### src/rtl/mer_pkg.sv
package mer_pkg;

  // radius fields are fixed at five bits, so the arithmetic widths below
  // are sized for radii up to 31
  localparam int RADIUS_W = 5;
  // x may step past the radius only within the 63-step walk
  localparam int XW       = 6;
  localparam int SQ_W     = 10;   // radius squared
  localparam int PROD_W   = 16;   // radius squared times x or y
  localparam int DEC_W    = 28;   // scaled decision value, signed
  localparam int CNT_W    = 6;    // points emitted per command

  localparam int QD       = 2;    // command queue depth
  localparam int QP_W     = 1;

  // per-command setup passed from the front end to the walker
  typedef struct packed {
    logic [SQ_W-1:0]     a2;
    logic [SQ_W-1:0]     b2;
    logic [PROD_W-1:0]   ay0;
    logic [RADIUS_W-1:0] b;
  } mer_geom_t;

endpackage

### src/rtl/mer_if.sv
interface mer_cmd_if #(
  parameter int COORD_WIDTH = 12
);
  logic                             valid;
  logic                             ready;
  logic signed [COORD_WIDTH-1:0]    center_x;
  logic signed [COORD_WIDTH-1:0]    center_y;
  logic [mer_pkg::RADIUS_W-1:0]     radius_a;
  logic [mer_pkg::RADIUS_W-1:0]     radius_b;

  modport source (output valid, center_x, center_y, radius_a, radius_b, input ready);
  modport sink (input valid, center_x, center_y, radius_a, radius_b, output ready);
endinterface

interface mer_pt_if #(
  parameter int COORD_WIDTH = 12
);
  logic                          valid;
  logic                          ready;
  logic signed [COORD_WIDTH:0]   q1_x;
  logic signed [COORD_WIDTH:0]   q1_y;
  logic signed [COORD_WIDTH:0]   q2_x;
  logic signed [COORD_WIDTH:0]   q2_y;
  logic signed [COORD_WIDTH:0]   q3_x;
  logic signed [COORD_WIDTH:0]   q3_y;
  logic signed [COORD_WIDTH:0]   q4_x;
  logic signed [COORD_WIDTH:0]   q4_y;
  logic                          last_step;

  modport source (output valid, q1_x, q1_y, q2_x, q2_y, q3_x, q3_y, q4_x, q4_y,
                  last_step, input ready);
  modport sink (input valid, q1_x, q1_y, q2_x, q2_y, q3_x, q3_y, q4_x, q4_y,
                last_step, output ready);
endinterface

### src/rtl/midpoint_ellipse_rasterizer_core.sv
// A command passes the two front-end stages and the queue; the walker loads it
// while idle, and its first point set is then registered at the output.
// Throughput: one point set per cycle while a command walks and the output is not
// stalled, plus a load state per command and a region change state when the walk
// reaches region 2; the single stepping walker takes no new command until done.
// Reset: synchronous, active high; clears all valid flags and the walker state.
module midpoint_ellipse_rasterizer_core #(
  parameter int MAX_RADIUS  = 31,
  parameter int COORD_WIDTH = 12
) (
  input  logic      clk,
  input  logic      rst,
  mer_cmd_if.sink   cmd,
  mer_pt_if.source  pt
);

  localparam int GEOM_W  = $bits(mer_pkg::mer_geom_t);
  localparam int ENTRY_W = 2 * COORD_WIDTH + GEOM_W;

  // front end -> queue
  logic                       f_valid;
  logic                       f_ready;
  logic [2*COORD_WIDTH-1:0]   f_ctr;
  mer_pkg::mer_geom_t         f_geom;

  // queue -> walker
  logic                       q_valid;
  logic                       q_ready;
  logic [ENTRY_W-1:0]         q_data;
  logic [2*COORD_WIDTH-1:0]   w_ctr;
  mer_pkg::mer_geom_t         w_geom;

  // Front end: clamp radii, square them, form a^2 b. Two pipeline stages,
  // so a new command can be taken every cycle until the queue backs up.
  mer_front #(
    .MAX_RADIUS  (MAX_RADIUS),
    .COORD_WIDTH (COORD_WIDTH)
  ) u_front (
    .clk       (clk),
    .rst       (rst),
    .cmd       (cmd),
    .out_valid (f_valid),
    .out_ready (f_ready),
    .out_ctr   (f_ctr),
    .out_geom  (f_geom)
  );

  // Short queue: lets the front end set up the next command while the
  // walker is still emitting points of the current one.
  mer_queue #(
    .W (ENTRY_W)
  ) u_queue (
    .clk        (clk),
    .rst        (rst),
    .push_valid (f_valid),
    .push_ready (f_ready),
    .push_data  ({f_ctr, f_geom}),
    .pop_valid  (q_valid),
    .pop_ready  (q_ready),
    .pop_data   (q_data)
  );

  assign w_ctr  = q_data[ENTRY_W-1 -: 2*COORD_WIDTH];
  assign w_geom = mer_pkg::mer_geom_t'(q_data[GEOM_W-1:0]);

  // Walker: incremental midpoint stepping with adds only. The b^2 x and
  // a^2 y terms are carried as running sums, so the region change needs no
  // multiplier. Results leave through a registered output stage.
  mer_walk #(
    .MAX_RADIUS  (MAX_RADIUS),
    .COORD_WIDTH (COORD_WIDTH)
  ) u_walk (
    .clk      (clk),
    .rst      (rst),
    .in_valid (q_valid),
    .in_ready (q_ready),
    .in_ctr   (w_ctr),
    .in_geom  (w_geom),
    .pt       (pt)
  );

endmodule

### src/rtl/mer_front.sv
module mer_front #(
  parameter int MAX_RADIUS  = 31,
  parameter int COORD_WIDTH = 12
) (
  input  logic                       clk,
  input  logic                       rst,
  mer_cmd_if.sink                    cmd,
  output logic                       out_valid,
  input  logic                       out_ready,
  output logic [2*COORD_WIDTH-1:0]   out_ctr,
  output mer_pkg::mer_geom_t         out_geom
);

  localparam logic [mer_pkg::RADIUS_W-1:0] RMAX = mer_pkg::RADIUS_W'(MAX_RADIUS);

  logic                               s1_valid;
  logic [2*COORD_WIDTH-1:0]           s1_ctr;
  logic [mer_pkg::RADIUS_W-1:0]       s1_b;
  logic [mer_pkg::SQ_W-1:0]           s1_a2;
  logic [mer_pkg::SQ_W-1:0]           s1_b2;
  logic                               s2_valid;
  logic                               s2_load;
  logic [mer_pkg::RADIUS_W-1:0]       ra_sat;
  logic [mer_pkg::RADIUS_W-1:0]       rb_sat;

  // clamp radii to the supported maximum
  assign ra_sat = (cmd.radius_a > RMAX) ? RMAX : cmd.radius_a;
  assign rb_sat = (cmd.radius_b > RMAX) ? RMAX : cmd.radius_b;

  assign s2_load   = s1_valid && (!s2_valid || out_ready);
  assign cmd.ready = !s1_valid || s2_load;
  assign out_valid = s2_valid;

  always_ff @(posedge clk) begin
    if (rst) begin
      s1_valid <= 1'b0;
      s2_valid <= 1'b0;
    end else begin
      if (cmd.ready) begin
        s1_valid <= cmd.valid;
      end
      if (!s2_valid || out_ready) begin
        s2_valid <= s1_valid;
      end
    end
  end

  // stage 1: square the radii; stage 2: a^2 * b for the starting y term
  always_ff @(posedge clk) begin
    if (cmd.valid && cmd.ready) begin
      s1_ctr <= {cmd.center_x, cmd.center_y};
      s1_b   <= rb_sat;
      s1_a2  <= mer_pkg::SQ_W'(ra_sat) * mer_pkg::SQ_W'(ra_sat);
      s1_b2  <= mer_pkg::SQ_W'(rb_sat) * mer_pkg::SQ_W'(rb_sat);
    end
    if (s2_load) begin
      out_ctr       <= s1_ctr;
      out_geom.a2   <= s1_a2;
      out_geom.b2   <= s1_b2;
      out_geom.b    <= s1_b;
      out_geom.ay0  <= mer_pkg::PROD_W'(s1_a2) * mer_pkg::PROD_W'(s1_b);
    end
  end

endmodule

### src/rtl/mer_queue.sv
module mer_queue #(
  parameter int W = 64
) (
  input  logic          clk,
  input  logic          rst,
  input  logic          push_valid,
  output logic          push_ready,
  input  logic [W-1:0]  push_data,
  output logic          pop_valid,
  input  logic          pop_ready,
  output logic [W-1:0]  pop_data
);

  localparam logic [mer_pkg::QP_W-1:0] LAST_PTR = mer_pkg::QP_W'(mer_pkg::QD - 1);

  logic [W-1:0]               mem [mer_pkg::QD];
  logic [mer_pkg::QP_W-1:0]   wr_ptr;
  logic [mer_pkg::QP_W-1:0]   rd_ptr;
  logic [mer_pkg::QP_W:0]     count;
  logic                       push;
  logic                       pop;

  assign push_ready = (count != (mer_pkg::QP_W + 1)'(mer_pkg::QD));
  assign pop_valid  = (count != '0);
  assign pop_data   = mem[rd_ptr];
  assign push       = push_valid && push_ready;
  assign pop        = pop_valid && pop_ready;

  always_ff @(posedge clk) begin
    if (rst) begin
      wr_ptr <= '0;
      rd_ptr <= '0;
      count  <= '0;
    end else begin
      if (push) begin
        wr_ptr <= (wr_ptr == LAST_PTR) ? '0 : wr_ptr + 1'b1;
      end
      if (pop) begin
        rd_ptr <= (rd_ptr == LAST_PTR) ? '0 : rd_ptr + 1'b1;
      end
      if (push && !pop) begin
        count <= count + 1'b1;
      end else if (pop && !push) begin
        count <= count - 1'b1;
      end
    end
  end

  always_ff @(posedge clk) begin
    if (push) begin
      mem[wr_ptr] <= push_data;
    end
  end

endmodule

### src/rtl/mer_walk.sv
module mer_walk #(
  parameter int MAX_RADIUS  = 31,
  parameter int COORD_WIDTH = 12
) (
  input  logic                       clk,
  input  logic                       rst,
  input  logic                       in_valid,
  output logic                       in_ready,
  input  logic [2*COORD_WIDTH-1:0]   in_ctr,
  input  mer_pkg::mer_geom_t         in_geom,
  mer_pt_if.source                   pt
);

  localparam int CW        = COORD_WIDTH;
  localparam int OW        = COORD_WIDTH + 1;
  localparam int DW        = mer_pkg::DEC_W;
  localparam int MAX_STEPS = 2 * MAX_RADIUS + 1;

  typedef enum logic [3:0] {
    ST_IDLE = 4'b0001,
    ST_R1   = 4'b0010,
    ST_FIX  = 4'b0100,
    ST_R2   = 4'b1000
  } walk_state_t;

  walk_state_t                    state;
  logic signed [CW-1:0]           cx;
  logic signed [CW-1:0]           cy;
  logic [mer_pkg::SQ_W-1:0]       a2;
  logic [mer_pkg::SQ_W-1:0]       b2;
  logic [mer_pkg::XW-1:0]         x;
  logic [mer_pkg::RADIUS_W-1:0]   y;
  logic [mer_pkg::PROD_W-1:0]     bx;
  logic [mer_pkg::PROD_W-1:0]     ay;
  logic signed [DW-1:0]           d;
  logic [mer_pkg::CNT_W-1:0]      cnt;

  logic signed [DW-1:0]           a2e, b2e, bxe, aye;
  logic signed [DW-1:0]           inc_x1, inc_y1, step_y2, d_init, d2_init;
  logic                           test;
  logic                           d_neg;
  logic [mer_pkg::CNT_W-1:0]      cnt_inc;
  logic                           at_limit;
  logic                           last_r1;
  logic                           last_r2;
  logic                           out_free;
  logic                           emit;
  logic                           last;
  logic [mer_pkg::XW-1:0]         px;
  logic [mer_pkg::RADIUS_W-1:0]   py;
  logic signed [OW-1:0]           cxe, cye, pxe, pye;

  assign a2e = DW'(a2);
  assign b2e = DW'(b2);
  assign bxe = DW'(bx);
  assign aye = DW'(ay);
  assign d_neg = d[DW-1];

  // region 1 continues while a^2 (2y - 1) > 2 b^2 (x + 1)
  assign test    = ((aye <<< 1) - a2e) > ((bxe <<< 1) + (b2e <<< 1));
  assign inc_x1  = (bxe <<< 3) + (b2e <<< 3) + (b2e <<< 2);
  assign inc_y1  = (a2e <<< 3) - (aye <<< 3);
  assign step_y2 = (a2e <<< 3) + (a2e <<< 2) - (aye <<< 3);
  // region 2 decision from region 1 decision at the same point
  assign d2_init = d - (bxe <<< 2) - (b2e <<< 1) - b2e + (a2e <<< 1) + a2e - (aye <<< 2);
  assign d_init  = (DW'(in_geom.b2) <<< 2) - (DW'(in_geom.ay0) <<< 2) + DW'(in_geom.a2);

  assign cnt_inc  = cnt + 1'b1;
  assign at_limit = (cnt_inc == mer_pkg::CNT_W'(MAX_STEPS));
  assign last_r1  = at_limit || (!test && (y == '0));
  assign last_r2  = at_limit || (py == '0);

  // region 1 shows the held point; region 2 shows the point after its step
  assign px = ((state == ST_R2) && d_neg) ? x + 1'b1 : x;
  assign py = (state == ST_R2) ? y - 1'b1 : y;

  assign out_free = !pt.valid || pt.ready;
  assign emit     = out_free && ((state == ST_R1) || (state == ST_R2));
  assign last     = (state == ST_R1) ? last_r1 : last_r2;
  assign in_ready = (state == ST_IDLE);

  assign cxe = {cx[CW-1], cx};
  assign cye = {cy[CW-1], cy};
  assign pxe = OW'(px);
  assign pye = OW'(py);

  always_ff @(posedge clk) begin
    if (rst) begin
      state <= ST_IDLE;
    end else begin
      unique case (state)
        ST_IDLE: begin
          if (in_valid) begin
            state <= ST_R1;
          end
        end
        ST_R1: begin
          if (out_free) begin
            if (last_r1) begin
              state <= ST_IDLE;
            end else if (!test) begin
              state <= ST_FIX;
            end
          end
        end
        ST_FIX: state <= ST_R2;
        ST_R2: begin
          if (out_free && last_r2) begin
            state <= ST_IDLE;
          end
        end
        default: state <= ST_IDLE;
      endcase
    end
  end

  always_ff @(posedge clk) begin
    unique case (state)
      ST_IDLE: begin
        if (in_valid) begin
          cx  <= in_ctr[2*CW-1:CW];
          cy  <= in_ctr[CW-1:0];
          a2  <= in_geom.a2;
          b2  <= in_geom.b2;
          ay  <= in_geom.ay0;
          bx  <= '0;
          x   <= '0;
          y   <= in_geom.b;
          d   <= d_init;
          cnt <= '0;
        end
      end
      ST_R1: begin
        if (out_free) begin
          cnt <= cnt_inc;
          if (!last_r1 && test) begin
            x  <= x + 1'b1;
            bx <= bx + mer_pkg::PROD_W'(b2);
            if (d_neg) begin
              d <= d + inc_x1;
            end else begin
              d  <= d + inc_x1 + inc_y1;
              y  <= y - 1'b1;
              ay <= ay - mer_pkg::PROD_W'(a2);
            end
          end
        end
      end
      ST_FIX: d <= d2_init;
      ST_R2: begin
        if (out_free) begin
          cnt <= cnt_inc;
          x   <= px;
          y   <= py;
          ay  <= ay - mer_pkg::PROD_W'(a2);
          if (d_neg) begin
            bx <= bx + mer_pkg::PROD_W'(b2);
            d  <= d + (bxe <<< 3) + (b2e <<< 3) + step_y2;
          end else begin
            d  <= d + step_y2;
          end
        end
      end
      default: begin
      end
    endcase
  end

  // output register: hold until taken, load on each step
  always_ff @(posedge clk) begin
    if (rst) begin
      pt.valid <= 1'b0;
    end else if (emit) begin
      pt.valid <= 1'b1;
    end else if (pt.ready) begin
      pt.valid <= 1'b0;
    end
  end

  always_ff @(posedge clk) begin
    if (emit) begin
      pt.q1_x      <= cxe + pxe;
      pt.q1_y      <= cye + pye;
      pt.q2_x      <= cxe - pxe;
      pt.q2_y      <= cye + pye;
      pt.q3_x      <= cxe - pxe;
      pt.q3_y      <= cye - pye;
      pt.q4_x      <= cxe + pxe;
      pt.q4_y      <= cye - pye;
      pt.last_step <= last;
    end
  end

  a_fix_to_r2: assert property (@(posedge clk) disable iff (rst)
    state == ST_FIX |=> state == ST_R2)
    else $error("region change bubble did not enter region 2");

  a_last_idle: assert property (@(posedge clk) disable iff (rst)
    emit && last |=> state == ST_IDLE)
    else $error("walker kept running after the final point");

  a_cnt_limit: assert property (@(posedge clk) disable iff (rst)
    state != ST_IDLE |-> cnt < mer_pkg::CNT_W'(MAX_STEPS))
    else $error("step count passed the limit");

  a_bx_track: assert property (@(posedge clk) disable iff (rst)
    state != ST_IDLE |-> bx == mer_pkg::PROD_W'(mer_pkg::PROD_W'(b2) * mer_pkg::PROD_W'(x)))
    else $error("b^2 x term out of step with x");

  a_ay_track: assert property (@(posedge clk) disable iff (rst)
    state != ST_IDLE |-> ay == mer_pkg::PROD_W'(mer_pkg::PROD_W'(a2) * mer_pkg::PROD_W'(y)))
    else $error("a^2 y term out of step with y");

endmodule
### src/flat_wrapper.sv
// flat-port wrapper written by rule: the top's interface ports become plain ports
module midpoint_ellipse_rasterizer_core_flat 
#(
  parameter int MAX_RADIUS  = 31,
  parameter int COORD_WIDTH = 12
)
  (clk, rst, cmd_valid, cmd_center_x, cmd_center_y, cmd_radius_a, cmd_radius_b, cmd_ready, pt_valid, pt_q1_x, pt_q1_y, pt_q2_x, pt_q2_y, pt_q3_x, pt_q3_y, pt_q4_x, pt_q4_y, pt_last_step, pt_ready);
  mer_cmd_if #(.COORD_WIDTH(COORD_WIDTH)) cmd_i ();
  mer_pt_if #(.COORD_WIDTH(COORD_WIDTH)) pt_i ();
  input  logic clk;
  input  logic rst;
  input wire logic [$bits(cmd_i.valid)-1:0] cmd_valid;
  input wire logic [$bits(cmd_i.center_x)-1:0] cmd_center_x;
  input wire logic [$bits(cmd_i.center_y)-1:0] cmd_center_y;
  input wire logic [$bits(cmd_i.radius_a)-1:0] cmd_radius_a;
  input wire logic [$bits(cmd_i.radius_b)-1:0] cmd_radius_b;
  output wire logic [$bits(cmd_i.ready)-1:0] cmd_ready;
  output wire logic [$bits(pt_i.valid)-1:0] pt_valid;
  output wire logic [$bits(pt_i.q1_x)-1:0] pt_q1_x;
  output wire logic [$bits(pt_i.q1_y)-1:0] pt_q1_y;
  output wire logic [$bits(pt_i.q2_x)-1:0] pt_q2_x;
  output wire logic [$bits(pt_i.q2_y)-1:0] pt_q2_y;
  output wire logic [$bits(pt_i.q3_x)-1:0] pt_q3_x;
  output wire logic [$bits(pt_i.q3_y)-1:0] pt_q3_y;
  output wire logic [$bits(pt_i.q4_x)-1:0] pt_q4_x;
  output wire logic [$bits(pt_i.q4_y)-1:0] pt_q4_y;
  output wire logic [$bits(pt_i.last_step)-1:0] pt_last_step;
  input wire logic [$bits(pt_i.ready)-1:0] pt_ready;
  assign cmd_i.valid = cmd_valid;
  assign cmd_i.center_x = cmd_center_x;
  assign cmd_i.center_y = cmd_center_y;
  assign cmd_i.radius_a = cmd_radius_a;
  assign cmd_i.radius_b = cmd_radius_b;
  assign cmd_ready = cmd_i.ready;
  assign pt_valid = pt_i.valid;
  assign pt_q1_x = pt_i.q1_x;
  assign pt_q1_y = pt_i.q1_y;
  assign pt_q2_x = pt_i.q2_x;
  assign pt_q2_y = pt_i.q2_y;
  assign pt_q3_x = pt_i.q3_x;
  assign pt_q3_y = pt_i.q3_y;
  assign pt_q4_x = pt_i.q4_x;
  assign pt_q4_y = pt_i.q4_y;
  assign pt_last_step = pt_i.last_step;
  assign pt_i.ready = pt_ready;
  midpoint_ellipse_rasterizer_core #(.MAX_RADIUS(MAX_RADIUS), .COORD_WIDTH(COORD_WIDTH)) u_core (.clk(clk), .rst(rst), .cmd(cmd_i), .pt(pt_i));
endmodule
### config.mk
export PLATFORM = sky130hd
export DESIGN_NAME = midpoint_ellipse_rasterizer_core_flat
export DESIGN_NICKNAME = d
export VERILOG_FILES = /design/src/rtl/mer_pkg.sv /design/src/rtl/mer_if.sv /design/src/rtl/midpoint_ellipse_rasterizer_core.sv /design/src/rtl/mer_front.sv /design/src/rtl/mer_queue.sv /design/src/rtl/mer_walk.sv /design/src/flat_wrapper.sv
export SDC_FILE = /design/constraint.sdc
export NUM_CORES = 1
export LEC_CHECK = 0
export BUFFER_PORTS_ARGS = -buffer_cell sky130_fd_sc_hd__buf_2
export CAP_MARGIN = 20
export CORE_UTILIZATION = 40
export DETAILED_ROUTE_END_ITERATION = 10
export GPL_TIMING_DRIVEN = 0
export PLACE_DENSITY = 0.61
export SYNTH_ARGS = -nofsm -noshare
export SYNTH_HDL_FRONTEND = slang
export SYNTH_SLANG_ARGS = --single-unit
export TNS_END_PERCENT = 5
### constraint.sdc
create_clock -name clk -period 9.8 [get_ports clk]
set_input_delay 1.96 -clock clk [delete_from_list [all_inputs] [get_ports clk]]
set_output_delay 1.96 -clock clk [all_outputs]
set_load 0.05 [all_outputs]
* Word-level counts from Yosys, hierarchy flattened
Memories as Yosys holds them, arrays and structs flattened. A register that Yosys moved wholly into a read port is not among the register bits.
Cells that the tools add are included.
** Word-level totals
- Register bits :: 298
- Bits in writable memories :: 128
- Bits of input ports :: 38
- Output and inout port bits :: 107
- Word-level logic and storage cells :: 180
- Memories :: 1
** Memory list
- u_core.u_queue.mem :: words 2, bits a word 64, read ports 1, clocked after Yosys merged registers in 1, wr ports 1, line mer_queue.sv:16 : logic [W-1:0] mem [mer_pkg::QD];
** Operators by class
- $add $sub $neg :: 34
- Multiply operators :: 3
- Order comparisons :: 3
- Eq/ne operators :: 15
- Multiplexer cells :: 53
- Reduce and logical (&&, ||, !) cells :: 40
** Operator list (count)
- $mux W28 :: 6
- $mux W16 :: 10
- $add A28 B20 Y28 :: 4
- $pmux W28 S4 :: 1
- $pmux W16 S3 :: 2
- $sub A28 B19 Y28 :: 2
- $mux W5 :: 8
- $mux W6 :: 6
- $add A28 B11 Y28 :: 1
- $add A28 B12 Y28 :: 1
- $add A28 B14 Y28 :: 1
- $add A28 B22 Y28 :: 1
- $sub A28 B11 Y28 :: 1
- $sub A28 B12 Y28 :: 1
- $add A20 B12 Y21 :: 1
- $add A19 B11 Y20 :: 1
- $add A19 B13 Y20 :: 1
- $mul A5 B5 Y10 :: 2
- $mux W4 :: 5
- $sub A13 B19 Y20 :: 1
- $sub A14 B19 Y20 :: 1
- $gt A18 B19 Y1 :: 1
- $sub A12 B18 Y19 :: 1
- $add A17 B11 Y18 :: 1
- 42 further kinds :: 88

* Depth between registers and ports, before layout
Gate-level depths: netlist of the first run.
- Depth in word-level cells :: 10
- Mapped depth :: 34
- Gate-level depth less buffers :: 34

* Hierarchy
From an unflattened synthesis of the first run, not the netlist that was laid out.
** Second synthesis, totals
- Cell total of the unflattened synthesis :: 3223
- Area, all modules :: 33548.4 µm²
** Modules (own cells, without submodules)
- mer_walk :: times used 1, cells each 2548, area each 22716.8 µm², sequential area each 5265.0 µm²
- mer_front :: times used 1, cells each 449, area each 5904.4 µm², sequential area each 3253.1 µm²
- mer_queue :: times used 1, cells each 226, area each 4927.2 µm², sequential area each 4003.8 µm²

* Worst setup path after synthesis of the first run
No wires, ideal clock.
- Path type :: reg-to-reg
- From :: reg u_core.u_walk.b2[2] in the netlist's numbering
- To :: reg u_core.u_walk.d[27], data pin
- Setup time :: 267 ps
- Data arrival time :: 6701 ps
- Required time :: 9533 ps
- Slack :: 2831 ps
- Cell stages (with the launch flop) :: 33
- Buffers on the path :: 0
- Period minus slack after synthesis :: 6969 ps
- Path through :: edfxtp_1 fa_1 inv_1 fa_1 nor2b_1 o21ai_0 a21boi_0 o21ai_0 a21boi_0 o21a_1 o21ai_0 nand2_1 o2111ai_1 xnor2_1 ha_1 and3_1 a22o_1 a311o_1 a21oi_1 nand3_1 a21o_1 xnor2_1 ha_1 and3_1 a221o_1 and2_1 nor4_1 a21bo_2 a31oi_1 o21ai_1 xor2_1 mux2i_1 nand4_1
** On the way
- Longest elaborated chain between the ends :: 8
- Elaborated cells between the ends (all ways) :: 17
- Classes of those cells :: add/sub (11); mux (6)
** Ends and longest elaborated chain
- from (decl) :: line mer_walk.sv:30 : logic [mer_pkg::SQ_W-1:0] b2;
- from (signal assigned) :: line mer_walk.sv:124 : b2 <= in_geom.b2;
- branches (longest 7 deep; another with $sub A28 B12 Y28)
- $pmux W28 S4 (*) :: line mer_walk.sv:118 : unique case (state)
- to (signal assigned) :: line mer_walk.sv:140 : d <= d + inc_x1;
- to (signal assigned) :: line mer_walk.sv:142 : d <= d + inc_x1 + inc_y1;
- to (signal assigned) :: line mer_walk.sv:149 : ST_FIX: d <= d2_init;
- to (decl) :: line mer_walk.sv:35 : logic signed [DW-1:0] d;
Every way passes the cells marked *. The select of a mux whose other input is x is not followed.
A chain may end at the register's enable or synchronous reset.

* Worst setup path in the final report of the first run
Same ends and word-level chain as after synthesis.

==> summary.md, run 1 <==
| Metric | Value |
|---|---|
| Final Max Tran Viols | 0 |
| Final nets | 3764 |
| H-tree depth | 2 |
| Hold Buf Count CTS | 0 |
| Vias per cell | 5.25 |
| Final Critical Period | 8.06 ns |
| Critical Path Max Stage Delay | 0.59 ns |
| Total setup buffers inserted after CTS | 0 |
| Worst-case clock buffer depth | 3 |
| Crit Path Max Fanout | 5 |
| EDFF count, synth | 399 |
| RSZ-0062 raised after global routing | no |
| Mapped Avg Cell Area | 10.6 µm² |
| Clk Tree Root Cell | clkbuf_16 |
| Die Y | 285 µm |
| Wire length on met3 | 4470 µm |
| 1st-iter DRT viols | 1599 |
| WL met2 | 37800 µm |
| Layout cells sized above 1 | 11.7% |
| Final setup TNS | 0 ns |
| Synthesized area | 32100 µm² |
| Routed length per instance | 19.1 µm |
| Sequential area share after synthesis | 38.1% |
| Relative slew slack | 25.4% |
| I/O Buffers | 144 |
| Ys async rst share | 0% |
| CP max-delay cell | edfxtp_1 |
| CP Class | flip-flop to flip-flop |
| # diodes | 0 |
| First-pass detailed-route iteration total | 6 |
| Worst-Skew Late Latency | 0.62 ns |
| Status | complete, no violations |
| Least-Margin Pin Slew | 1.09 ns |
| Main flop type after synthesis | edfxtp_1 |
| Largest net degree at the start of global routing | 52 |
| Endpoint type of the worst setup path | flip-flop |
| Ys Warns | 0 |
| CTS tree | yes |
| Worst Clk Skew | 0.0378 ns |
| Die width | 285 µm |
| Number of routed nets with antenna violations | 0 |
| Max-Cap Viols | 0 |
| Core area | 79100 µm² |
| Critical path launch point type | flip-flop |
| Initial antenna violation count | 1 |
| Initial Utilization | 40.6% |
| HPWL Detailed | 66600 µm |
| Number of synthesized register bits | 411 |
| GR Util All Layers | 20.1% |
| Worst Hold Class | flip-flop to flip-flop |
| Worst-path clk slew | 0.07 ns |
| F_max | 0.124 GHz |
| Detailed Route WL | 82400 µm |
| Period utilisation layout | 82.2% |
| Residual DRC count | 0 |
| CTS Sinks | 411 |
| Die footprint | 81400 µm² |
| Overflow after GRT | 0 |
| CP required | 10.15 ns |
| Num CTS Buffers | 46 |
| Cell Rows | 103 |
| Via count | 22700 |
| Final core occ | 45.6% |
| WP data arrival | 8.40 ns |
| Post-cts resize count | 0 |
| HP Start | u_core.u_front.s1_b2[5] |
| Placer congestion estimate | 0.967 |
| Synthesis-to-finish area growth | 12.4% |
| Setup crit start | u_core.u_walk.b2[2] |
| Worst path most repeated cell | ha_1 |
| Ports | 145 |
| Number of global-route vias before repair | 22400 |
| First-pass GRT wire length | 127000 µm |
| Syn Inst Count | 3028 |
| M1 wire length | 38200 µm |
| Top layer in use | met5 |
| Final setup fails | 0 |
| Worst R2R Start | u_core.u_walk.b2[2] |
| Final Hold Fails | 0 |
| Synth unique cells | 97 |
-- cells in the mapped netlist, types with 32 or more instances --
| cell type | number | area, µm² |
|---|---|---|
| a21o_1 | 58 | 435 |
| a21oi_1 | 182 | 911 |
| and2_1 | 54 | 338 |
| buf_4 | 54 | 405 |
| clkbuf_1 | 59 | 221 |
| edfxtp_1 | 399 | 12000 |
| fa_1 | 133 | 2660 |
| ha_1 | 359 | 4490 |
| inv_1 | 326 | 1220 |
| mux2_2 | 46 | 518 |
| nand2_1 | 168 | 631 |
| nand2b_1 | 41 | 257 |
| nand3_1 | 37 | 185 |
| nor2_1 | 211 | 792 |
| nor2b_1 | 32 | 200 |
| nor3_1 | 34 | 170 |
| o21a_1 | 41 | 308 |
| o21ai_0 | 121 | 606 |
| o21bai_1 | 37 | 278 |
| xnor2_1 | 192 | 1680 |
| xor2_1 | 93 | 815 |
-- layout make-up --
class,instances,area [µm²]
Timing Repair Buffer,157,973
Clock buffer,51,1170
Buffer,121,666
Fill cell,7573,43000
Tap cell,1050,1310
Inverter,327,1230
Clock inverter,35,479
Sequential cell,411,12200
Multi-Input combinational cell,2170,18000
-- path summary, 6_finish.rpt --
check	to	slack, ns	cells after the start
worst max-delay path	u_core.u_walk.d[27]	1.74	34
worst min-delay path	u_core.u_front.out_geom[26]	0.42	0
worst max register to register	u_core.u_walk.d[27]	1.74	34
worst min register to register	u_core.u_front.out_geom[26]	0.42	0
-- state kept, by name, indices dropped and copies added (netlist names), 13 cells and up, named ones only --
| register | cells |
|---|---|
| u_core.u_walk.ay | 16 |
| u_core.u_queue.mem | 122 |
| u_core.u_walk.pt.q3_x | 13 |
| u_core.u_walk.bx | 16 |
| u_core.u_front.out_ctr | 24 |
| u_core.u_walk.pt.q2_y | 13 |
| u_core.u_front.out_geom | 37 |
| u_core.u_walk.d | 28 |
| u_core.u_front.s1_ctr | 24 |
-- worst max-delay path, delay by kind of cell, from the launching register on --
family / cells / cell delay, ns
adder cells (fa/ha/maj): 5 / 1.58
AND/OR/NAND/NOR: 8 / 1.30
flip-flops: 1 / 0.59
buffers and inverters: 2 / 0.24
multiplexers: 1 / 0.21
AO/OA/AOI/OAI: 15 / 3.34
XOR/XNOR: 3 / 0.54
-- per-stage QoR --
stage / area, µm² / std cells / setup slack (ns) / hold WS [ns]
floorplan: 32100 / 3029 / 2.83 / 0.400
global placement: 34100 / 4223 / 1.55 / 0.402
detailed placement: 34400 / 4236 / 1.78 / 0.405
CTS: 36100 / 4322 / 1.73 / 0.418
global route: 36100 / 4322 / 1.21 / 0.424
finish: 36100 / 4322 / 1.74 / 0.418
-- layer usage --
metal | track usage, % | vias up
li1 | - | 11100
met1 | 28.1 | 11000
met2 | 32.6 | 511
met3 | 2.91 | 89
met4 | 4.91 | 2
met5 | 0 | -
-- cell families after synthesis --
logic type                 after synthesis  synth area share, %
buffers and inverters                  448                 5.90
xor gates and xnor gates               286                 7.83
DFF                                    411                 38.1
other                                    2               0.0234
AOI/OAI and AO/OA                      653                 13.5
muxes                                   75                 2.54
adders and majority gates              492                 22.3
and+or+nand+nor                        661                 9.84
-- cell usage in the layout, fill, tap and decap left out, types with 23 or more instances in the layout --
master and instances:
clkbuf_1 64, a21oi_1 181, o21bai_1 37, a31oi_1 24
ha_1 359, xor2_1 93, edfxtp_1 399, inv_1 326
nand2b_1 41, a21o_1 58, clkbuf_16 46, nor2_1 207
mux2_2 46, and2_1 52, nor3_1 34, a211oi_1 23
fa_1 133, nand3_1 37, o21ai_0 121, mux2i_1 27
nor2b_1 31, xnor2_1 192, o21a_1 41, buf_4 56
buf_2 144, nand2_1 168
Power of run 1 is not shown: default switching activity piles up to over one toggle a cycle in this logic, so the estimate is an artifact.
==> run 2: changes to the inputs <==
--- a/config.mk
+++ b/config.mk
@@ -10,7 +10,7 @@
 export CORE_UTILIZATION = 40
 export DETAILED_ROUTE_END_ITERATION = 10
 export GPL_TIMING_DRIVEN = 0
-export PLACE_DENSITY = 0.61
+export PLACE_DENSITY = 0.63
 export SYNTH_ARGS = -nofsm -noshare
 export SYNTH_HDL_FRONTEND = slang
 export SYNTH_SLANG_ARGS = --single-unit
==> constraint.sdc (replaced) <==
create_clock -name clk -period 7.03 [get_ports clk]
set_input_delay 1.406 -clock clk [delete_from_list [all_inputs] [get_ports clk]]
set_output_delay 1.406 -clock clk [all_outputs]
set_load 0.05 [all_outputs]
==> run 2 against run 1 <==
The flow now finishes with violations (negative setup slack). Design area up 0.41%. Register-to-register slack got worse by 2.0 ns. Count of clock-buffer cells in the layout did not move. Largest cell class unchanged. Final cell count up 0.60%. Wire length is 0.75% lower. Critical path depth down 2. Highest routed layer is now met4. Clock skew rose by 0.012 ns. First-iteration DRC count down 3.5%.
==> summary.md, run 2 (same netlist as run 1, synthesis figures left out) <==
| Metric | Value |
|---|---|
| Residual DRC count | 0 (unchanged) |
| WP data arrival | 7.64 ns (-0.76 ns) |
| CTS Sinks | 411 (unchanged) |
| Initial Utilization | 40.6% (unchanged) |
| Hold Buf Count CTS | 0 (unchanged) |
| I/O Buffers | 144 (unchanged) |
| Die footprint | 81400 µm² (unchanged) |
| Final Max Tran Viols | 0 (unchanged) |
| Least-Margin Pin Slew | 1.15 ns (+0.0644 ns) |
| Design Area, Final | 36200 µm² (+0.41%) |
| Via count | 22900 (+1.1%) |
| Largest net degree at the start of global routing | 52 (unchanged) |
| H-tree depth | 2 (unchanged) |
| Layout cells sized above 1 | 13.3% (+1.6 points) |
| CP required | 7.36 ns (-2.79 ns) |
| GR Util All Layers | 19.9% (-0.16 points) |
| Final Hold Fails | 0 (unchanged) |
| Worst Hold Class | flip-flop to flip-flop |
| Max-Cap Viols | 0 (unchanged) |
| Cell Count, Final, Fillers Out | 4348 (+0.60%) |
| Initial antenna violation count | 0 (-1) |
| Worst-path clk slew | 0.06 ns (about the same) |
| Worst-case clock buffer depth | 3 (unchanged) |
| 1st-iter DRT viols | 1543 (-3.5%) |
| Post-place instance area | 34400 µm² (unchanged) |
| Delay-heaviest family, CP | compound AO/OA/AOI/OAI gates |
| Endpoint type of the worst setup path | flip-flop |
| Placer congestion estimate | 0.965 (-0.22%) |
| Placed Instances | 4236 (unchanged) |
| Cell Rows | 103 (unchanged) |
| Reg2reg setup slack | -0.28 ns (-2.03 ns) |
| Critical Path Max Stage Delay | 0.64 ns (+0.05 ns) |
| Detailed Route WL | 81800 µm (-0.75%) |
| CTS tree | yes |
| Commonest non-fill, non-tap cells in the layout | edfxtp_1 (399), ha_1 (355), inv_1 (322) |
| Ports | 145 (unchanged) |
| # diodes | 0 (unchanged) |
| CP Class | flip-flop to flip-flop |
| Routed length per instance | 18.8 µm (-1.3%) |
| Clk Tree Root Cell | clkbuf_16 |
| Final setup TNS | -0.794 ns (-0.794 ns) |
| Worst-Skew Late Latency | 0.60 ns (-0.02 ns) |
| Period utilisation layout | 104% (+22 points) |
| Synthesis-to-finish area growth | 12.9% |
| FILL cells | 7492 (-1.1%) |
| Hold EP | u_core.u_front.out_geom[27] |
| Status | finished, violations left |
| Reg2reg path depth | 32 (-5.9%) |
| First-pass detailed-route iteration total | 5 (-1) |
| Relative slew slack | 23.2% (-2.2 points) |
| Worst Clk Skew | 0.0499 ns (+0.0121 ns) |
| Violations in the final reports | negative setup slack |
| PnR worst setup slack | -0.284 ns (-2.03 ns) |
| Final setup fails | 6 (+6) |
| HPWL Detailed | 65600 µm (-1.5%) |
| Largest regs | u_core.u_queue.mem (122), u_core.u_front.out_geom (37), u_core.u_walk.d (28) |
| Largest reg by FF count | u_core.u_queue.mem |
| Core area | 79100 µm² (unchanged) |
| Die width | 285 µm (unchanged) |
| CP max-delay cell | fa_1 |
| Hold path cells | 0 (unchanged) |
| Max FFs per register | 122 (unchanged) |
| Num CTS Buffers | 44 (-4.3%) |
| RSZ-0062 raised after global routing | yes |
| Critical path launch point type | flip-flop |
| HP Start | u_core.u_front.s1_b2[6] |
| Worst R2R Start | u_core.u_walk.b2[3] |
| Number of global-route vias before repair | 22400 (+0.031%) |
| Number of routed nets with antenna violations | 0 (unchanged) |
| Crit path buf inv count | 1 (-1) |
| Die Y | 285 µm (unchanged) |
| F_max | 0.137 GHz (+10%) |
| Vias per cell | 5.27 (+0.46%) |
| Final Critical Period | 7.31 ns (-0.743 ns) |
| R2r endpoint | u_core.u_walk.d[27] |
| Crit Path Max Fanout | 4 (-1) |
| First-pass GRT wire length | 126000 µm (-0.38%) |
| Final core occ | 45.8% (+0.19 points) |
| Final nets | 3793 (+0.77%) |
| Overflow after GRT | 0 (unchanged) |
| Most common cell after layout, fill and taps aside | edfxtp_1 |
-- run 2: changes by cell type in the layout (fill, tap and decap cells not counted), sizes merged --
cell / previous run / this run
bufinv: 8 / 1
clkinvlp: 5 / 8
buf: 218 / 249
inv: 330 / 329
-- run 2: worst register-to-register path: cells and delay by family, from the launching register on --
kind | cells | cell delay [ns]
XOR/XNOR | 3 | 0.46
buffers and inverters | 1 | 0.05
adder cells (fa/ha/maj) | 4 | 1.66
AND/OR/NAND/NOR | 8 | 1.14
flip-flops | 1 | 0.54
AO/OA/AOI/OAI | 15 | 2.95
multiplexers | 1 | 0.21
-- run 2: layer usage --
metal | part of all wire [%] | GRT usage, % | routed length [µm] | vias to the layer above
li1 | - | - | - | 11100
met1 | 46 | 27.8 | 37600 | 11200
met2 | 47 | 32.7 | 38200 | 548
met3 | 5.3 | 2.53 | 4330 | 92
met4 | 2.0 | 4.68 | 1610 | 0
met5 | 0 | 0 | 0 | -
-- run 2: worst max-delay path by stage --
stage	cells past startpoint	endpoint	from
6_report	32	u_core.u_walk.d[27]	u_core.u_walk.b2[3]
5_1_grt	32	u_core.u_walk.d[27]	u_core.u_walk.b2[3]
4_1_cts	32	u_core.u_walk.d[27]	u_core.u_walk.b2[3]
3_5_place_dp	34	u_core.u_walk.d[27]	u_core.u_walk.b2[2]
3_3_place_gp	21	u_core.u_walk.d[3]	u_core.u_walk.a2[2]
2_1_floorplan	32	u_core.u_walk.d[27]	u_core.u_walk.b2[2]
-- run 2: final cells by class --
cell class              count  area (µm²)  share of cell area, %
well taps                1050        1310                   3.63
clock buffers              51        1130                   3.11
flip-flops and latches    411       12200                   33.7
clock inverters            30         244                  0.673
plain buffers             121         666                   1.84
multi-input cells        2170       18200                   50.3
repair buffers            188        1210                   3.35
inverters                 327        1230                   3.39
-- run 2: repair_timing --
action | 4_1_cts | 5_1_grt
resized for setup | 36 | 12
setup buffers | 29 | 2
pin swaps | 33 | 22
setup endpoints to repair | 14 | 13
-- run 2: metrics by stage --
stage               hold WS [ns]  setup WS, ns
CTS                        0.421        -0.144
floorplan                  0.400        0.0614
global placement           0.401         -1.12
global route               0.425        -0.526
detailed placement         0.406         -1.04
finish                     0.419        -0.284
Power of run 2 is left out for the same reason.
==> run 3: changes to the inputs <==
--- a/config.mk
+++ b/config.mk
@@ -13,5 +13,6 @@
 export PLACE_DENSITY = 0.63
 export SYNTH_ARGS = -nofsm -noshare
 export SYNTH_HDL_FRONTEND = slang
+export SYNTH_HIERARCHICAL = 1
 export SYNTH_SLANG_ARGS = --single-unit
 export TNS_END_PERCENT = 5
==> run 3 against run 2 <==
The flow now finishes without violations. Count of clock-buffer cells in the layout is 2 higher. Register-to-register slack better by 0.30 ns. Setup slack better by 0.30 ns. Die area is 4.5% higher. Clock skew is 0.027 ns lower. Area after synthesis is 4.5% higher. Fmax is 4.3% higher. Synthesized cell count is 6.4% higher. Sequential share of layout area is 0.94 points lower. Global-route usage is 0.96 points higher. Via count is 7.4% higher. Design area is 5.4% higher. Critical endpoint is now u_core/u_walk/d[22].
==> summary.md, run 3 <==
| Metric | Value |
|---|---|
| Status | complete, no violations |
| Routed length per instance | 19.7 µm (+4.9%) |
| Placed Instances | 4452 (+5.1%) |
| Hold Buf Count CTS | 0 (unchanged) |
| Via count | 24600 (+7.4%) |
| Initial Utilization | 40.7% (+0.10 points) |
| Final nets | 4009 (+5.7%) |
| Residual DRC count | 0 (unchanged) |
| Critical Path Max Stage Delay | 0.55 ns (-0.09 ns) |
| Delay-heaviest family, CP | compound AO/OA/AOI/OAI gates |
| WP data arrival | 7.34 ns (-0.30 ns) |
| CTS tree | yes |
| Relative slew slack | 22.8% (-0.43 points) |
| F_max | 0.143 GHz (+4.3%) |
| Most common cell after layout, fill and taps aside | edfxtp_1 |
| Max FFs per register | 130 (+6.6%) |
| Syn Inst Count | 3223 (+6.4%) |
| Largest reg by FF count | u_core/u_queue/mem |
| Largest net degree at the start of global routing | 55 (+5.8%) |
| Reg2reg path depth | 31 (-3.1%) |
| Overflow after GRT | 0 (unchanged) |
| Synth top cells by count | edfxtp_1 (409), ha_1 (359), inv_1 (330), nor2_1 (225), a21oi_1 (194) |
| Die width | 292 µm (+2.2%) |
| Final hold slack | 0.417 ns (-0.00182 ns) |
| Worst Hold Class | flip-flop to flip-flop |
| Max-Cap Viols | 0 (unchanged) |
| Mapped Avg Cell Area | 10.4 µm² (-1.8%) |
| Die Y | 292 µm (+2.2%) |
| First-pass detailed-route iteration total | 5 (unchanged) |
| Top-area cell type share of the netlist area | 36.6% (-0.72 points) |
| Endpoint type of the worst setup path | flip-flop |
| Ys Warns | 6 (+6) |
| Worst-case clock buffer depth | 3 (unchanged) |
| Initial antenna violation count | 1 (+1) |
| R2r endpoint | u_core/u_walk/d[22] |
| Core area | 82500 µm² (+4.3%) |
| Cell Rows | 105 (+1.9%) |
| Number of global-route vias before repair | 23600 (+5.0%) |
| Cell Count, Final, Fillers Out | 4578 (+5.3%) |
| CP Class | flip-flop to flip-flop |
| CP required | 7.36 ns (about the same) |
| Synthesis-to-finish area growth | 13.8% |
| Num CTS Buffers | 47 (+6.8%) |
| Number of synthesized register bits | 421 (+2.4%) |
| Final Critical Period | 7.02 ns (-0.298 ns) |
| Least-Margin Pin Slew | 1.15 ns (+0.00216 ns) |
| HP Start | u_core/u_front/s1_ctr[18] |
| Final Hold Fails | 0 (unchanged) |
| HPWL Detailed | 70400 µm (+7.3%) |
| Largest area contributor in the netlist | edfxtp_1 |
| Count leader, synth | edfxtp_1 |
| Critical path launch point type | flip-flop |
| Ports | 145 (unchanged) |
| Synthesized area | 33500 µm² (+4.5%) |
| Sequential area share after synthesis | 37.3% (-0.76 points) |
| Placer congestion estimate | 0.975 (+0.98%) |
| Vias per cell | 5.38 (+2.0%) |
| Number of routed nets with antenna violations | 0 (unchanged) |
| RSZ-0062 raised after global routing | yes |
| Crit Path Max Fanout | 5 (+1) |
| CP max-delay cell | edfxtp_1 |
| Layout cells sized above 1 | 14.1% (+0.80 points) |
| Ys async rst share | 0% (unchanged) |
| Worst R2R Start | u_core/u_walk/a2[1] |
| Pre-CTS setup slack | -1.82 ns (-0.774 ns) |
| H-tree depth | 2 (unchanged) |
| Largest cells by area after synthesis | edfxtp_1 (37%), ha_1 (13%), fa_1 (8.5%), xnor2_1 (4.6%), inv_1 (3.7%) |
| Detailed Route WL | 90300 µm (+10%) |
| Die footprint | 85000 µm² (+4.5%) |
| Largest regs | u_core/u_queue/mem (130), u_core/u_front/out_geom (37), u_core/u_walk/d (28) |
| Commonest non-fill, non-tap cells in the layout | edfxtp_1 (409), ha_1 (349), inv_1 (327) |
| Worst-path clk slew | 0.06 ns (about the same) |
| Final setup fails | 0 (-6) |
| Main flop type after synthesis | edfxtp_1 |
| Final Max Tran Viols | 0 (unchanged) |
| PnR worst setup slack | 0.0140 ns (+0.298 ns) |
| EDFF count, synth | 409 (+2.5%) |
| Synth unique cells | 87 (-10%) |
| Crit path buf inv count | 2 (+1) |
| GR Util All Layers | 20.9% (+0.96 points) |
| Period utilisation layout | 99.8% (-4.2 points) |
| 1st-iter DRT viols | 1821 (+18%) |
| Reg2reg setup slack | 0.01 ns (+0.30 ns) |
| First-pass GRT wire length | 137000 µm (+8.9%) |
| CTS Sinks | 421 (+2.4%) |
| Hold EP | u_core/u_front/out_ctr[18] |
| Clk Tree Root Cell | clkbuf_16 |
| I/O Buffers | 144 (unchanged) |
| Worst Clk Skew | 0.0226 ns (-0.0273 ns) |
| Hold path cells | 0 (unchanged) |
| Worst-Skew Late Latency | 0.60 ns (about the same) |
-- run 3: worst reg2reg max path: cells and delay by family (launching register included) --
kind / cells / cell delay (ns)
XOR/XNOR: 3 / 0.48
AND/OR/NAND/NOR: 9 / 1.12
AO/OA/AOI/OAI: 11 / 2.27
buffers and inverters: 2 / 0.38
adder cells (fa/ha/maj): 6 / 1.95
flip-flops: 1 / 0.55
-- run 3: cell families after synthesis --
group                    after synthesis  synth area share (%)
AO/OA/AOI/OAI                        692                  13.4
AND/OR/NAND/NOR                      799                  11.8
buffers and inverters                464                  6.01
XOR/XNOR                             272                  7.10
multiplexers                          72                  2.39
other                                  1                0.0112
adder cells (fa/ha/maj)              502                  21.9
flip-flops                           421                  37.3
-- run 3: layout make-up --
cell class,instances,area [µm²]
Antenna cell,1,2.50
Buffer,131,767
Clock buffer,53,1200
Clock inverter,34,418
Fill cell,7713,44300
Inverter,332,1250
Multi-Input combinational cell,2343,19400
Sequential cell,421,12500
Tap cell,1070,1340
Timing Repair Buffer,193,1240
-- run 3: repair_timing --
action                                 4_1_cts  5_1_grt
setup buffers                               30        8
resized for setup                           45       39
endpoints found under the hold margin        0        0
pin swaps                                   29       28
setup endpoints to repair                   12       32
-- run 3: worst max path at each step --
stage	from	to	slack (ns)	depth (start not counted)
3_3_place_gp	u_core/u_walk/a2[1]	u_core/u_walk/d[27]	-1.77	28
3_5_place_dp	u_core/u_walk/a2[1]	u_core/u_walk/d[27]	-1.82	28
4_1_cts	u_core/u_walk/b2[2]	u_core/u_walk/d[27]	-0.11	31
5_1_grt	u_core/u_walk/a2[1]	u_core/u_walk/d[24]	-0.28	33
2_1_floorplan	u_core/u_walk/a2[1]	u_core/u_walk/d[27]	0.17	28
6_report	u_core/u_walk/a2[1]	u_core/u_walk/d[22]	0.01	31
-- run 3: stage by stage --
| step | TNS, ns | instance area (µm²) | utilization, % |
|---|---|---|---|
| global route | -1.31 | 38200 | 46.3 |
| global placement | -40.88 | 35600 | 43.2 |
| detailed placement | -9.20 | 35900 | 43.5 |
| finish | 0 | 38200 | 46.3 |
| CTS | -0.133 | 37900 | 46.0 |
| floorplan | 0 | 33600 | - |
-- run 3: metal layers --
layer  GRT usage, %  wire length, µm  up-vias  share of wire [%]
li1               -                -    11900                  -
met1           28.3            40200    11900                 45
met2           34.1            42000      656                 46
met3           2.79             4860      139                5.4
met4           7.47             3260        2                3.6
met5              0               14        -              0.016
Power of run 3 is left out for the same reason.
